<file path="config.mk">
export PLATFORM = sky130hd
export DESIGN_NAME = i2c_write_read_sequencer
export DESIGN_NICKNAME = d
export VERILOG_FILES = /design/src/hdl/i2cws_pkg.sv /design/src/hdl/i2cws_step.sv /design/src/hdl/i2c_write_read_sequencer.sv
export SDC_FILE = /design/constraint.sdc
export NUM_CORES = 1
export LEC_CHECK = 0
export BUFFER_PORTS_ARGS = -buffer_cell sky130_fd_sc_hd__buf_2
export CORE_ASPECT_RATIO = 2
export CORE_MARGIN = 1
export CORE_UTILIZATION = 40
export CTS_BUF_LIST = sky130_fd_sc_hd__clkbuf_2 sky130_fd_sc_hd__clkbuf_4 sky130_fd_sc_hd__clkbuf_8
export CTS_CLUSTER_DIAMETER = 150
export CTS_CLUSTER_SIZE = 24
export DETAILED_ROUTE_END_ITERATION = 10
export PLACE_DENSITY_LB_ADDON = 0.15
export RECOVER_POWER = 100
export SLEW_MARGIN = 30
export SYNTH_ARGS = -nofsm -noshare
export SYNTH_HDL_FRONTEND = slang
export SYNTH_HIERARCHICAL = 1
export SYNTH_SLANG_ARGS = --single-unit
</file>
<file path="constraint.sdc">
create_clock -name clk -period 12.45 [get_ports clk]
set_input_delay 2.49 -clock clk [delete_from_list [all_inputs] [get_ports clk]]
set_output_delay 2.49 -clock clk [all_outputs]
set_load 0.01 [all_outputs]
</file>
<file path="src/hdl/i2cws_pkg.sv">
`timescale 1ns / 1ps
// ----------------------------------------------------------------------------
// I2C write/read sequencer package
// Shared types, command and status codes, and defaults for the sequencer.
// ----------------------------------------------------------------------------
package i2cws_pkg;

	// Defaults for the top-level parameters.
	localparam int TX_FIFO_DEPTH_DEF = 8;
	localparam int LENGTH_BITS_DEF   = 16;

	// The timeout register comes out of reset with this many milliseconds.
	localparam logic [15:0] TIMEOUT_RESET = 16'd10;

	// Event codes carried on the command field.
	localparam logic [3:0] CMD_START   = 4'd0;
	localparam logic [3:0] CMD_TXSPACE = 4'd1;
	localparam logic [3:0] CMD_TXDONE  = 4'd2;
	localparam logic [3:0] CMD_RXBYTE  = 4'd3;
	localparam logic [3:0] CMD_RXDONE  = 4'd4;
	localparam logic [3:0] CMD_NACK    = 4'd5;
	localparam logic [3:0] CMD_ARBLOST = 4'd6;
	localparam logic [3:0] CMD_TICK    = 4'd7;
	localparam logic [3:0] CMD_TAKE    = 4'd8;

	// Codes reported by a take event.
	localparam logic [1:0] TAKE_PENDING = 2'd0;
	localparam logic [1:0] TAKE_DONE    = 2'd1;
	localparam logic [1:0] TAKE_ERROR   = 2'd2;

	// Codes on the start_transfer field.
	localparam logic [1:0] XFER_NONE  = 2'd0;
	localparam logic [1:0] XFER_WRITE = 2'd1;
	localparam logic [1:0] XFER_READ  = 2'd2;

	// Encoded phase values as seen on the phase_now field.
	localparam logic [2:0] PCODE_IDLE = 3'd0;
	localparam logic [2:0] PCODE_TX   = 3'd1;
	localparam logic [2:0] PCODE_WAIT = 3'd2;
	localparam logic [2:0] PCODE_RX   = 3'd3;
	localparam logic [2:0] PCODE_DONE = 3'd4;
	localparam logic [2:0] PCODE_ERR  = 3'd5;

	// Transaction phase, one-hot.
	typedef enum logic [5:0] {
		PH_IDLE = 6'b000001,
		PH_TX   = 6'b000010,
		PH_WAIT = 6'b000100,
		PH_RX   = 6'b001000,
		PH_DONE = 6'b010000,
		PH_ERR  = 6'b100000
	} phase_t;

	// One result item.
	typedef struct packed {
		logic        accepted;
		logic [2:0]  phase_now;
		logic [1:0]  take_status;
		logic [1:0]  start_transfer;
		logic [6:0]  bus_address_out;
		logic [15:0] transfer_length;
		logic [15:0] push_offset;
		logic [3:0]  push_count;
		logic        store_rx;
		logic [15:0] store_index;
		logic        abort_transfer;
	} result_t;

	function automatic logic [2:0] phase_code(phase_t p);
		logic [2:0] c;
		case (p)
			PH_IDLE: c = PCODE_IDLE;
			PH_TX:   c = PCODE_TX;
			PH_WAIT: c = PCODE_WAIT;
			PH_RX:   c = PCODE_RX;
			PH_DONE: c = PCODE_DONE;
			PH_ERR:  c = PCODE_ERR;
			default: c = PCODE_IDLE;
		endcase
		return c;
	endfunction

endpackage

</file>
<file path="src/hdl/i2cws_step.sv">
`timescale 1ns / 1ps
// ----------------------------------------------------------------------------
// I2C write/read sequencer event step
// Next-state and result logic for one event against the current context.
// ----------------------------------------------------------------------------
module i2cws_step #(
	parameter int TX_FIFO_DEPTH = i2cws_pkg::TX_FIFO_DEPTH_DEF,
	parameter int LENGTH_BITS   = i2cws_pkg::LENGTH_BITS_DEF
) (
	input  logic [3:0]             command,
	input  logic [6:0]             bus_address_in,
	input  logic [15:0]            write_bytes,
	input  logic [15:0]            read_bytes,
	input  logic [3:0]             tx_space,
	input  logic                   controller_idle,
	input  logic [31:0]            now_ms,
	input  logic [15:0]            timeout_ms,

	input  i2cws_pkg::phase_t      phase,
	input  logic [6:0]             target_address,
	input  logic [LENGTH_BITS-1:0] tx_total,
	input  logic [LENGTH_BITS-1:0] tx_done_count,
	input  logic [LENGTH_BITS-1:0] rx_total,
	input  logic [LENGTH_BITS-1:0] rx_done_count,
	input  logic [31:0]            deadline,

	output i2cws_pkg::phase_t      phase_nxt,
	output logic [6:0]             target_address_nxt,
	output logic [LENGTH_BITS-1:0] tx_total_nxt,
	output logic [LENGTH_BITS-1:0] tx_done_count_nxt,
	output logic [LENGTH_BITS-1:0] rx_total_nxt,
	output logic [LENGTH_BITS-1:0] rx_done_count_nxt,
	output logic [31:0]            deadline_nxt,
	output i2cws_pkg::result_t     result
);
	import i2cws_pkg::*;

	// The push count can never exceed the reported space, which is four bits wide.
	localparam int          CAP_INT = (TX_FIFO_DEPTH > 15) ? 15 : TX_FIFO_DEPTH;
	localparam logic [3:0]  FIFO_CAP = 4'(CAP_INT);

	logic [LENGTH_BITS-1:0] wlen;
	logic [LENGTH_BITS-1:0] rlen;
	logic [LENGTH_BITS-1:0] remaining;
	logic [3:0]             space_cap;
	logic [3:0]             push_n;
	logic                   active;
	logic [31:0]            since_deadline;

	assign wlen = LENGTH_BITS'(write_bytes);
	assign rlen = LENGTH_BITS'(read_bytes);

	assign active = (phase == PH_TX) || (phase == PH_WAIT) || (phase == PH_RX);

	// One shared push-size unit: a start pushes from the whole write length,
	// a space event from what is left.
	assign remaining = (command == CMD_START) ? wlen : (tx_total - tx_done_count);
	assign space_cap = (tx_space > FIFO_CAP) ? FIFO_CAP : tx_space;
	assign push_n    = (remaining < LENGTH_BITS'(space_cap)) ? 4'(remaining) : space_cap;

	// Wrapping compare: the deadline has passed when the difference is non-negative.
	assign since_deadline = now_ms - deadline;

	always_comb begin
		phase_nxt          = phase;
		target_address_nxt = target_address;
		tx_total_nxt       = tx_total;
		tx_done_count_nxt  = tx_done_count;
		rx_total_nxt       = rx_total;
		rx_done_count_nxt  = rx_done_count;
		deadline_nxt       = deadline;
		result             = '0;

		case (command)
			CMD_START: begin
				if ((phase == PH_IDLE) && (wlen != '0) && controller_idle) begin
					target_address_nxt     = bus_address_in;
					tx_total_nxt           = wlen;
					tx_done_count_nxt      = LENGTH_BITS'(push_n);
					rx_total_nxt           = rlen;
					rx_done_count_nxt      = '0;
					deadline_nxt           = now_ms + {16'd0, timeout_ms};
					phase_nxt              = PH_TX;
					result.accepted        = 1'b1;
					result.start_transfer  = XFER_WRITE;
					result.bus_address_out = bus_address_in;
					result.transfer_length = 16'(wlen);
					result.push_count      = push_n;
				end
			end
			CMD_TXSPACE: begin
				if ((phase == PH_TX) && (tx_done_count < tx_total)) begin
					result.push_offset = 16'(tx_done_count);
					result.push_count  = push_n;
					tx_done_count_nxt  = tx_done_count + LENGTH_BITS'(push_n);
				end
			end
			CMD_TXDONE: begin
				if (phase == PH_TX) begin
					phase_nxt = (rx_total == '0) ? PH_DONE : PH_WAIT;
				end
			end
			CMD_RXBYTE: begin
				if (active && (rx_done_count < rx_total)) begin
					result.store_rx    = 1'b1;
					result.store_index = 16'(rx_done_count);
					rx_done_count_nxt  = rx_done_count + LENGTH_BITS'(1);
				end
			end
			CMD_RXDONE: begin
				if (active) begin
					phase_nxt = (rx_done_count == rx_total) ? PH_DONE : PH_ERR;
				end
			end
			CMD_NACK, CMD_ARBLOST: begin
				if (active) begin
					phase_nxt             = PH_ERR;
					result.abort_transfer = 1'b1;
				end
			end
			CMD_TICK: begin
				if ((phase == PH_WAIT) && controller_idle) begin
					phase_nxt              = PH_RX;
					result.start_transfer  = XFER_READ;
					result.bus_address_out = target_address;
					result.transfer_length = 16'(rx_total);
				end else if (active && !since_deadline[31]) begin
					phase_nxt             = PH_ERR;
					result.abort_transfer = 1'b1;
				end
			end
			CMD_TAKE: begin
				if (phase == PH_DONE) begin
					result.take_status = TAKE_DONE;
					phase_nxt          = PH_IDLE;
				end else if (phase == PH_ERR) begin
					result.take_status = TAKE_ERROR;
					phase_nxt          = PH_IDLE;
				end
			end
			default: begin
			end
		endcase

		result.phase_now = phase_code(phase_nxt);
	end

endmodule

</file>
<file path="src/hdl/i2c_write_read_sequencer.sv">
`timescale 1ns / 1ps
// ----------------------------------------------------------------------------
// I2C write/read sequencer
// Tracks one write-then-optional-read transaction and tells the bus
// controller what to do for each event it reports.
// ----------------------------------------------------------------------------
//
//   Channel   Handshake                Payload
//   -------   ----------------------   ------------------------------------------
//   event     in_valid / in_stall      command, bus_address_in, write_bytes,
//                                      read_bytes, tx_space, rx_data,
//                                      controller_idle, now_ms
//   result    out_valid / out_stall    accepted ... abort_transfer
//   config    cfg_wr_en, cfg_wr_data   timeout_ms
//
// Every event produces exactly one result. An event waits in the input
// register, where the step logic evaluates it; when it leaves that register
// the context is updated and its result is captured in the output register.
// One event can be taken every cycle while out_stall is low.
// The output register and the input register together hold up to two
// events; in_stall rises only when both are full and out_stall is high.
// arst_n clears the context (phase idle, counts and deadline zero), empties
// both registers and sets the timeout to 10 ms.
// ----------------------------------------------------------------------------
module i2c_write_read_sequencer #(
	parameter int TX_FIFO_DEPTH = i2cws_pkg::TX_FIFO_DEPTH_DEF,
	parameter int LENGTH_BITS   = i2cws_pkg::LENGTH_BITS_DEF
) (
	input  logic        clk,
	input  logic        arst_n,

	input  logic        cfg_wr_en,
	input  logic [15:0] cfg_wr_data,

	input  logic        in_valid,
	output logic        in_stall,
	input  logic [3:0]  command,
	input  logic [6:0]  bus_address_in,
	input  logic [15:0] write_bytes,
	input  logic [15:0] read_bytes,
	input  logic [3:0]  tx_space,
	input  logic [7:0]  rx_data,
	input  logic        controller_idle,
	input  logic [31:0] now_ms,

	output logic        out_valid,
	input  logic        out_stall,
	output logic        accepted,
	output logic [2:0]  phase_now,
	output logic [1:0]  take_status,
	output logic [1:0]  start_transfer,
	output logic [6:0]  bus_address_out,
	output logic [15:0] transfer_length,
	output logic [15:0] push_offset,
	output logic [3:0]  push_count,
	output logic        store_rx,
	output logic [15:0] store_index,
	output logic        abort_transfer
);
	import i2cws_pkg::*;

	// Timeout register.
	logic [15:0] timeout_q;

	// Input register.
	logic        valid_s1;
	logic [3:0]  command_s1;
	logic [6:0]  bus_address_s1;
	logic [15:0] write_bytes_s1;
	logic [15:0] read_bytes_s1;
	logic [3:0]  tx_space_s1;
	logic        controller_idle_s1;
	logic [31:0] now_ms_s1;

	// Transaction context.
	phase_t                 phase_q;
	logic [6:0]             target_address_q;
	logic [LENGTH_BITS-1:0] tx_total_q;
	logic [LENGTH_BITS-1:0] tx_done_count_q;
	logic [LENGTH_BITS-1:0] rx_total_q;
	logic [LENGTH_BITS-1:0] rx_done_count_q;
	logic [31:0]            deadline_q;

	// Next context and result from the step logic.
	phase_t                 phase_nxt;
	logic [6:0]             target_address_nxt;
	logic [LENGTH_BITS-1:0] tx_total_nxt;
	logic [LENGTH_BITS-1:0] tx_done_count_nxt;
	logic [LENGTH_BITS-1:0] rx_total_nxt;
	logic [LENGTH_BITS-1:0] rx_done_count_nxt;
	logic [31:0]            deadline_nxt;
	result_t                result_nxt;

	// Output register.
	logic    out_valid_q;
	result_t result_q;

	logic advance;
	logic in_take;

	// The event in the input register moves on whenever the output register
	// is empty or is being emptied in this cycle.
	assign advance  = valid_s1 && (!out_valid_q || !out_stall);
	assign in_stall = valid_s1 && !advance;
	assign in_take  = in_valid && !in_stall;

	always_ff @(posedge clk or negedge arst_n) begin
		if (!arst_n) begin
			timeout_q <= TIMEOUT_RESET;
		end else if (cfg_wr_en) begin
			timeout_q <= cfg_wr_data;
		end
	end

	// The received byte is stored by the controller itself; only its index
	// is produced here, so rx_data is not kept.
	always_ff @(posedge clk or negedge arst_n) begin
		if (!arst_n) begin
			valid_s1 <= 1'b0;
		end else if (in_take) begin
			valid_s1 <= 1'b1;
		end else if (advance) begin
			valid_s1 <= 1'b0;
		end
	end

	always_ff @(posedge clk) begin
		if (in_take) begin
			command_s1         <= command;
			bus_address_s1     <= bus_address_in;
			write_bytes_s1     <= write_bytes;
			read_bytes_s1      <= read_bytes;
			tx_space_s1        <= tx_space;
			controller_idle_s1 <= controller_idle;
			now_ms_s1          <= now_ms;
		end
	end

	i2cws_step #(
		.TX_FIFO_DEPTH (TX_FIFO_DEPTH),
		.LENGTH_BITS   (LENGTH_BITS)
	) u_step (
		.command            (command_s1),
		.bus_address_in     (bus_address_s1),
		.write_bytes        (write_bytes_s1),
		.read_bytes         (read_bytes_s1),
		.tx_space           (tx_space_s1),
		.controller_idle    (controller_idle_s1),
		.now_ms             (now_ms_s1),
		.timeout_ms         (timeout_q),
		.phase              (phase_q),
		.target_address     (target_address_q),
		.tx_total           (tx_total_q),
		.tx_done_count      (tx_done_count_q),
		.rx_total           (rx_total_q),
		.rx_done_count      (rx_done_count_q),
		.deadline           (deadline_q),
		.phase_nxt          (phase_nxt),
		.target_address_nxt (target_address_nxt),
		.tx_total_nxt       (tx_total_nxt),
		.tx_done_count_nxt  (tx_done_count_nxt),
		.rx_total_nxt       (rx_total_nxt),
		.rx_done_count_nxt  (rx_done_count_nxt),
		.deadline_nxt       (deadline_nxt),
		.result             (result_nxt)
	);

	// The context changes exactly once per event, when its result is captured.
	always_ff @(posedge clk or negedge arst_n) begin
		if (!arst_n) begin
			phase_q          <= PH_IDLE;
			target_address_q <= '0;
			tx_total_q       <= '0;
			tx_done_count_q  <= '0;
			rx_total_q       <= '0;
			rx_done_count_q  <= '0;
			deadline_q       <= '0;
		end else if (advance) begin
			phase_q          <= phase_nxt;
			target_address_q <= target_address_nxt;
			tx_total_q       <= tx_total_nxt;
			tx_done_count_q  <= tx_done_count_nxt;
			rx_total_q       <= rx_total_nxt;
			rx_done_count_q  <= rx_done_count_nxt;
			deadline_q       <= deadline_nxt;
		end
	end

	always_ff @(posedge clk or negedge arst_n) begin
		if (!arst_n) begin
			out_valid_q <= 1'b0;
		end else if (advance) begin
			out_valid_q <= 1'b1;
		end else if (!out_stall) begin
			out_valid_q <= 1'b0;
		end
	end

	always_ff @(posedge clk) begin
		if (advance) begin
			result_q <= result_nxt;
		end
	end

	assign out_valid       = out_valid_q;
	assign accepted        = result_q.accepted;
	assign phase_now       = result_q.phase_now;
	assign take_status     = result_q.take_status;
	assign start_transfer  = result_q.start_transfer;
	assign bus_address_out = result_q.bus_address_out;
	assign transfer_length = result_q.transfer_length;
	assign push_offset     = result_q.push_offset;
	assign push_count      = result_q.push_count;
	assign store_rx        = result_q.store_rx;
	assign store_index     = result_q.store_index;
	assign abort_transfer  = result_q.abort_transfer;

	// While writing, the pushed count never runs past the write length.
	a_tx_count_bounded: assert property (@(posedge clk) disable iff (!arst_n)
		(phase_q == PH_TX) |-> (tx_done_count_q <= tx_total_q))
		else $error("pushed byte count exceeds write length");

	// A stored byte advances the receive count by exactly one.
	a_rx_count_step: assert property (@(posedge clk) disable iff (!arst_n)
		(advance && result_nxt.store_rx) |=>
		(rx_done_count_q == $past(rx_done_count_q) + LENGTH_BITS'(1)))
		else $error("receive count did not advance on a stored byte");

	// Taking a finished result returns the context to idle.
	a_take_to_idle: assert property (@(posedge clk) disable iff (!arst_n)
		(advance && (command_s1 == CMD_TAKE) && ((phase_q == PH_DONE) || (phase_q == PH_ERR)))
		|=> (phase_q == PH_IDLE))
		else $error("take did not return to idle");

	// Every event that leaves the input register shows up as a result.
	a_result_follows: assert property (@(posedge clk) disable iff (!arst_n)
		advance |=> out_valid_q)
		else $error("result lost after event left input register");

	// The input side is held off only while an event waits in the input register.
	a_stall_only_full: assert property (@(posedge clk) disable iff (!arst_n)
		in_stall |-> (valid_s1 && out_valid_q && out_stall))
		else $error("input stalled with room available");

endmodule
</file>
==> Word level (Yosys, flattened, before mapping) <==
Cells that the tools add are included.
W data, S select, Z words.
{ "op_classes": {"n_addsub": 5, "n_eq_ne": 24, "mux": 39, "magnitude_cmp": 4, "n_bitwise": 1, "n_reduce_logical": 30} }
{ "op_table": {"columns": ["op", "count"], "rows": [
  ["$mux W16", 5],
  ["$pmux W16 S2", 2],
  ["$mux W6", 9],
  ["$pmux W25 S2", 1],
  ["$pmux W6 S6", 1],
  ["$add A32 B16 Y32", 1],
  ["$lt A16 B16 Y1", 2],
  ["$sub A32 B32 Y32", 1],
  ["$mux W25", 1],
  ["$mux W24", 1],
  ["$mux W17", 1],
  ["$add A16 B1 Y16 const B", 1],
  ["$add A16 B4 Y16", 1],
  ["$eq A16 B16 Y1", 1],
  ["$eq A4 B3 Y1 const B", 4],
  ["$logic_not A16 Y1", 1],
  ["$lt A16 B4 Y1", 1],
  ["$mux W4", 4],
  ["$reduce_bool A16 Y1", 1],
  ["$sub A16 B16 Y16", 1],
  ["$pmux W3 S5", 1],
  ["$eq A6 B2 Y1 const B", 2],
  ["$eq A6 B3 Y1 const B", 2],
  ["$eq A6 B4 Y1 const B", 2],
  ["24 further kinds", 56]
]} }
{ "word_totals": {"wordCells": 132, "out_inout_bits": 71, "ff_bits": 276, "input_bits": 109} }

==> Logic depth before layout (Yosys ltp) <==
{ "logic_depth": {"depth_word": 9, "mapped_depth": 28, "depth_no_buf": 26} }

==> Cells and area by module <==
The synthesis kept the hierarchy.
{ "modules_own_cells": {"columns": ["mod", "instances", "area_per_inst_um2", "seq_area_each_um2", "cells_each"], "rows": [
  ["i2c_write_read_sequencer", 1, 9720.6, 7656.1, 421],
  ["i2cws_step", 1, 6393.6, 0.0, 1050]
]} }

==> Worst setup path before layout <==
No wires, ideal clock.
{ "synth_timing": {"path_type": "input to output", "from": "input port out_stall", "to": "output port in_stall", "t_arrival_ps": 2677, "cell_stages": 2, "path_buffers": 0, "slack_ps": 7283, "required_ps": 9960, "path_cell_list": "nand3_1 inv_1"} }
{ "synth_via": {"elab_chain_cells": 5} }
{ "synth_lines": {"columns": ["element", "line", "source"], "rows": [
  ["from (decl)", "i2c_write_read_sequencer.sv:47", "input logic out_stall,"],
  ["$logic_not A1 Y1", null, null],
  ["$logic_or A1 B1 Y1", "i2c_write_read_sequencer.sv:103", "assign advance = valid_s1 && (!out_valid_q || !out_stall);"],
  ["$logic_and A1 B1 Y1", "i2c_write_read_sequencer.sv:103", null],
  ["$logic_not A1 Y1", "i2c_write_read_sequencer.sv:104", "assign in_stall = valid_s1 && !advance;"],
  ["$logic_and A1 B1 Y1", "i2c_write_read_sequencer.sv:104", null],
  ["to (decl)", "i2c_write_read_sequencer.sv:36", "output logic in_stall,"]
]} }
Every way passes these cells.

==> Final worst setup path <==
{ "layout_timing": {"from": "input port out_stall", "to": "register phase_q[5]"} }
{ "layout_via": {"elab_chain_cells": 3} }
{ "layout_lines": {"columns": ["element", "line", "source"], "rows": [
  ["$logic_not A1 Y1", null, null],
  ["$logic_or A1 B1 Y1", "i2c_write_read_sequencer.sv:103", null],
  ["$logic_and A1 B1 Y1", "i2c_write_read_sequencer.sv:103", null],
  ["to (signal assigned)", "i2c_write_read_sequencer.sv:179", "phase_q <= phase_nxt;"],
  ["to (decl)", "i2c_write_read_sequencer.sv:76", "phase_t phase_q;"]
]} }
Every way passes these cells.
A chain may end at the register's enable or synchronous reset.

==> flow_metrics.env <==
export IMPL_slew_headroom_pct=-195
export IMPL_die_y_um=286
export IMPL_htreeDepth=1
export IMPL_groute_usage_overall_pct=21.0
export IMPL_wl_per_cell_um=19.6
export IMPL_die_area_sq_um=41100
export IMPL_cts_setup_buffers=0
export IMPL_grt_max_degree=85
export IMPL_synth_edf_count=149
export IMPL_clockPowerShare_pct=26.2
export IMPL_crit_type="in -> reg"
export IMPL_setup_viol=0
export IMPL_p_int_uw=1230
export IMPL_cp_start_kind="input pin"
export IMPL_detail_route_vias_per_cell=5.40
export IMPL_die_width_um=144
export IMPL_clk_pin_slew_worst_paths_ns=0.15
export IMPL_skew_ns=0.0239
export IMPL_grt_first_pass_wirelength_mm=65.1
export IMPL_hold_violations=0
export IMPL_drive_gt1_share_pct=10.6
export IMPL_multi_input_area_sq_um=7310
export IMPL_clkLatencyLatePin_ns=0.59
export IMPL_synthTopCellsByCount="nand2_1, edfxtp_1, dfrtp_1"
export IMPL_wl_mm=42.2
export IMPL_synth_area_per_cell_sq_um=11.0
export IMPL_yosysTopAreaCell="edfxtp_1"
export IMPL_syn_cell_area_sq_um=16100
export IMPL_p_switching_uw=435
export IMPL_synth_top_area_share_pct=27.8
export IMPL_ir_drop_mv=0.104
export IMPL_cts_buffers=15
export IMPL_cts_resized=0
export IMPL_p_comb_share_pct=11.9
export IMPL_hp_class="reg -> reg"
export IMPL_slew_violations=529
export IMPL_regArea_sq_um=7660
export IMPL_gp_congestion=0.887
export IMPL_nets=1816
export IMPL_status="finished with violations"
export IMPL_powerDensity_nw_per_um2=97.5
export IMPL_dp_hpwl_mm=31.5
export IMPL_worst_path_max_fanout=61
export IMPL_yosysMostFrequentCell="nand2_1"
export IMPL_post_route_util_pct=43.2
export IMPL_synthToLayoutAreaGrowth_pct=6.03
export IMPL_gr_total_overflow=0
export IMPL_fmax_ghz=0.126
export IMPL_ant_nets=0
export IMPL_synth_area_leaders="edfxtp_1, dfrtp_1, mux2_4"
export IMPL_yosys_warnings=6
export IMPL_synthCells=1471
export IMPL_cp_data_arrival_time_ns=8.42
export IMPL_cts_tree="yes"
export IMPL_drc_errors=0
export IMPL_initial_core_util_pct=40.7
export IMPL_drv_cap=9
export IMPL_fin_setup_tns_ns=0
export IMPL_sequentialPowerShare_pct=62.0
export IMPL_rsz0062_at_grt="false"
export IMPL_cts_max_path_buffers=3
export IMPL_hold_ws_ns=0.513
export IMPL_synth_top_flop_cell="edfxtp_1"
export IMPL_violations="max-capacitance violations, max-slew violations"
export IMPL_placementRows=103
export IMPL_period_share_pct=63.8
export IMPL_grt_pass1_vias=11700
export IMPL_coreArea_sq_um=39600
export IMPL_num_vias=11600
export IMPL_p_sw_share_pct=26.1
export IMPL_ys_seq_elements=276
export IMPL_cp_required_ns=12.93
export IMPL_yosysSeqAreaShare_pct=47.5
export IMPL_finalCriticalPeriod_ns=7.94
export IMPL_io_pin_count=180
export IMPL_drt_iter0_drc=470
export IMPL_cp_end_kind="register"
export IMPL_synth_fp_nets=1671
export IMPL_fill_cells=3965
export IMPL_worst_pin_slew_ns=4.42
export IMPL_async_flop_share_pct=46.0
export IMPL_cts_root_buf="clkbuf_8"
export IMPL_ctsHoldBuffers=0
export IMPL_grt_antenna_before_repair=4
export IMPL_clock_sinks=276
export IMPL_synth_cell_type_count=91
export IMPL_dr_pass1_iters=5
export IMPL_io_buffers=171
export IMPL_p_leak_uw=0.00735
## layout by cell type, fill, tap and decap left out, types with 6 or more instances in the layout
master	n
xnor2_1	23
nand2_1	211
a21oi_1	62
o21ai_0	97
a31oi_1	9
o211ai_1	17
or4_1	9
a211oi_1	11
and2_0	10
nor2b_1	6
clkbuf_4	9
a22o_1	7
buf_2	84
edfxtp_1	149
a22oi_1	6
nand3_1	30
nor2_1	66
xor2_1	15
or3_1	10
mux2_1	99
clkbuf_8	15
and3_1	10
nor3_1	32
inv_1	93
dfrtp_1	124
nand4_1	19
and2_1	15
a21o_1	20
o21a_1	12
ha_1	88
clkbuf_1	95
o31ai_1	11
mux2_2	26
nand2b_1	13
nor4_1	13
## logic make-up (layout without fill, tap and decap cells)
group                      Yosys count  count (layout)  synth area share, %
and+or+nand+nor                    473             473                 14.3
AOI/OAI and AO/OA                  312             312                 12.8
other                                0               2                    0
adders and majority gates           91              91                 7.21
muxes                              131             131                 11.4
xor gates and xnor gates            38              38                 2.07
DFF                                276             276                 47.5
buffers and inverters              150             304                 4.70
## cell type report
class	count	area share (%)
flip-flops and latches	276	44.8
multi-input cells	1045	42.8
repair buffers	183	4.72
well taps	525	3.84
inverters	95	2.09
clock buffers	24	1.60
clock inverters	2	0.139
diodes	2	0.0293
## flip-flops by register name, indices dropped and copies added (netlist names), 3 cells and up
signal            flops
command_s1            4
tx_done_count_q      16
timeout_q            16
rx_done_count_q      16
read_bytes_s1        16
bus_address_out       7
tx_space_s1           4
transfer_length      16
rx_total_q           16
bus_address_s1        7
store_index          16
tx_total_q           16
push_count            4
push_offset          16
write_bytes_s1       16
phase_q               6
target_address_q      7
now_ms_s1            32
phase_now             3
deadline_q           32
## power by group through the flow
stage	clock, uW	combinational, uW	sequential (uW)
floorplan	0	146	1050
global placement	0	212	1050
detailed placement	0	214	1050
CTS	462	215	1030
global route	485	221	1040
finish	435	198	1030
## worst max-delay path, stage by stage
cell and delay [ns]:
clkbuf_1 0.12, a21boi_4 0.13, clkbuf_1 2.55, clkbuf_1 2.53, mux2_2 0.49
## worst paths after layout
path,start,end,slack (ns),cells after the start
worst max-delay path,out_stall,phase_q[5],4.51,5
worst min-delay path,deadline_q[3],deadline_q[3],0.51,1
worst max register to register,out_valid,phase_q[5],6.05,4
worst min register to register,deadline_q[3],deadline_q[3],0.51,1
max in group asynchronous,arst_n,deadline_q[23],6.42,2
min in group asynchronous,arst_n,tx_done_count_q[11],3.46,1
## per-layer routing
metal	track usage (%)	wire, um	vias up
li1	-	-	5617
met1	20.9	15000	5679
met2	42.6	24500	261
met3	1.84	1190	72
met4	8.70	1570	2
met5	0	8	-
## per-stage QoR
stage	cells	instance area, sq um	worst slack, ns	power, uW
finish	2152	17100	4.51	1670
global route	2152	17100	3.94	1740
CTS	2150	17600	6.72	1710
detailed placement	2124	17300	6.76	1260
global placement	2124	17300	6.83	1260
floorplan	1471	16100	7.28	1190
Power figures use the tool's default switching activity.
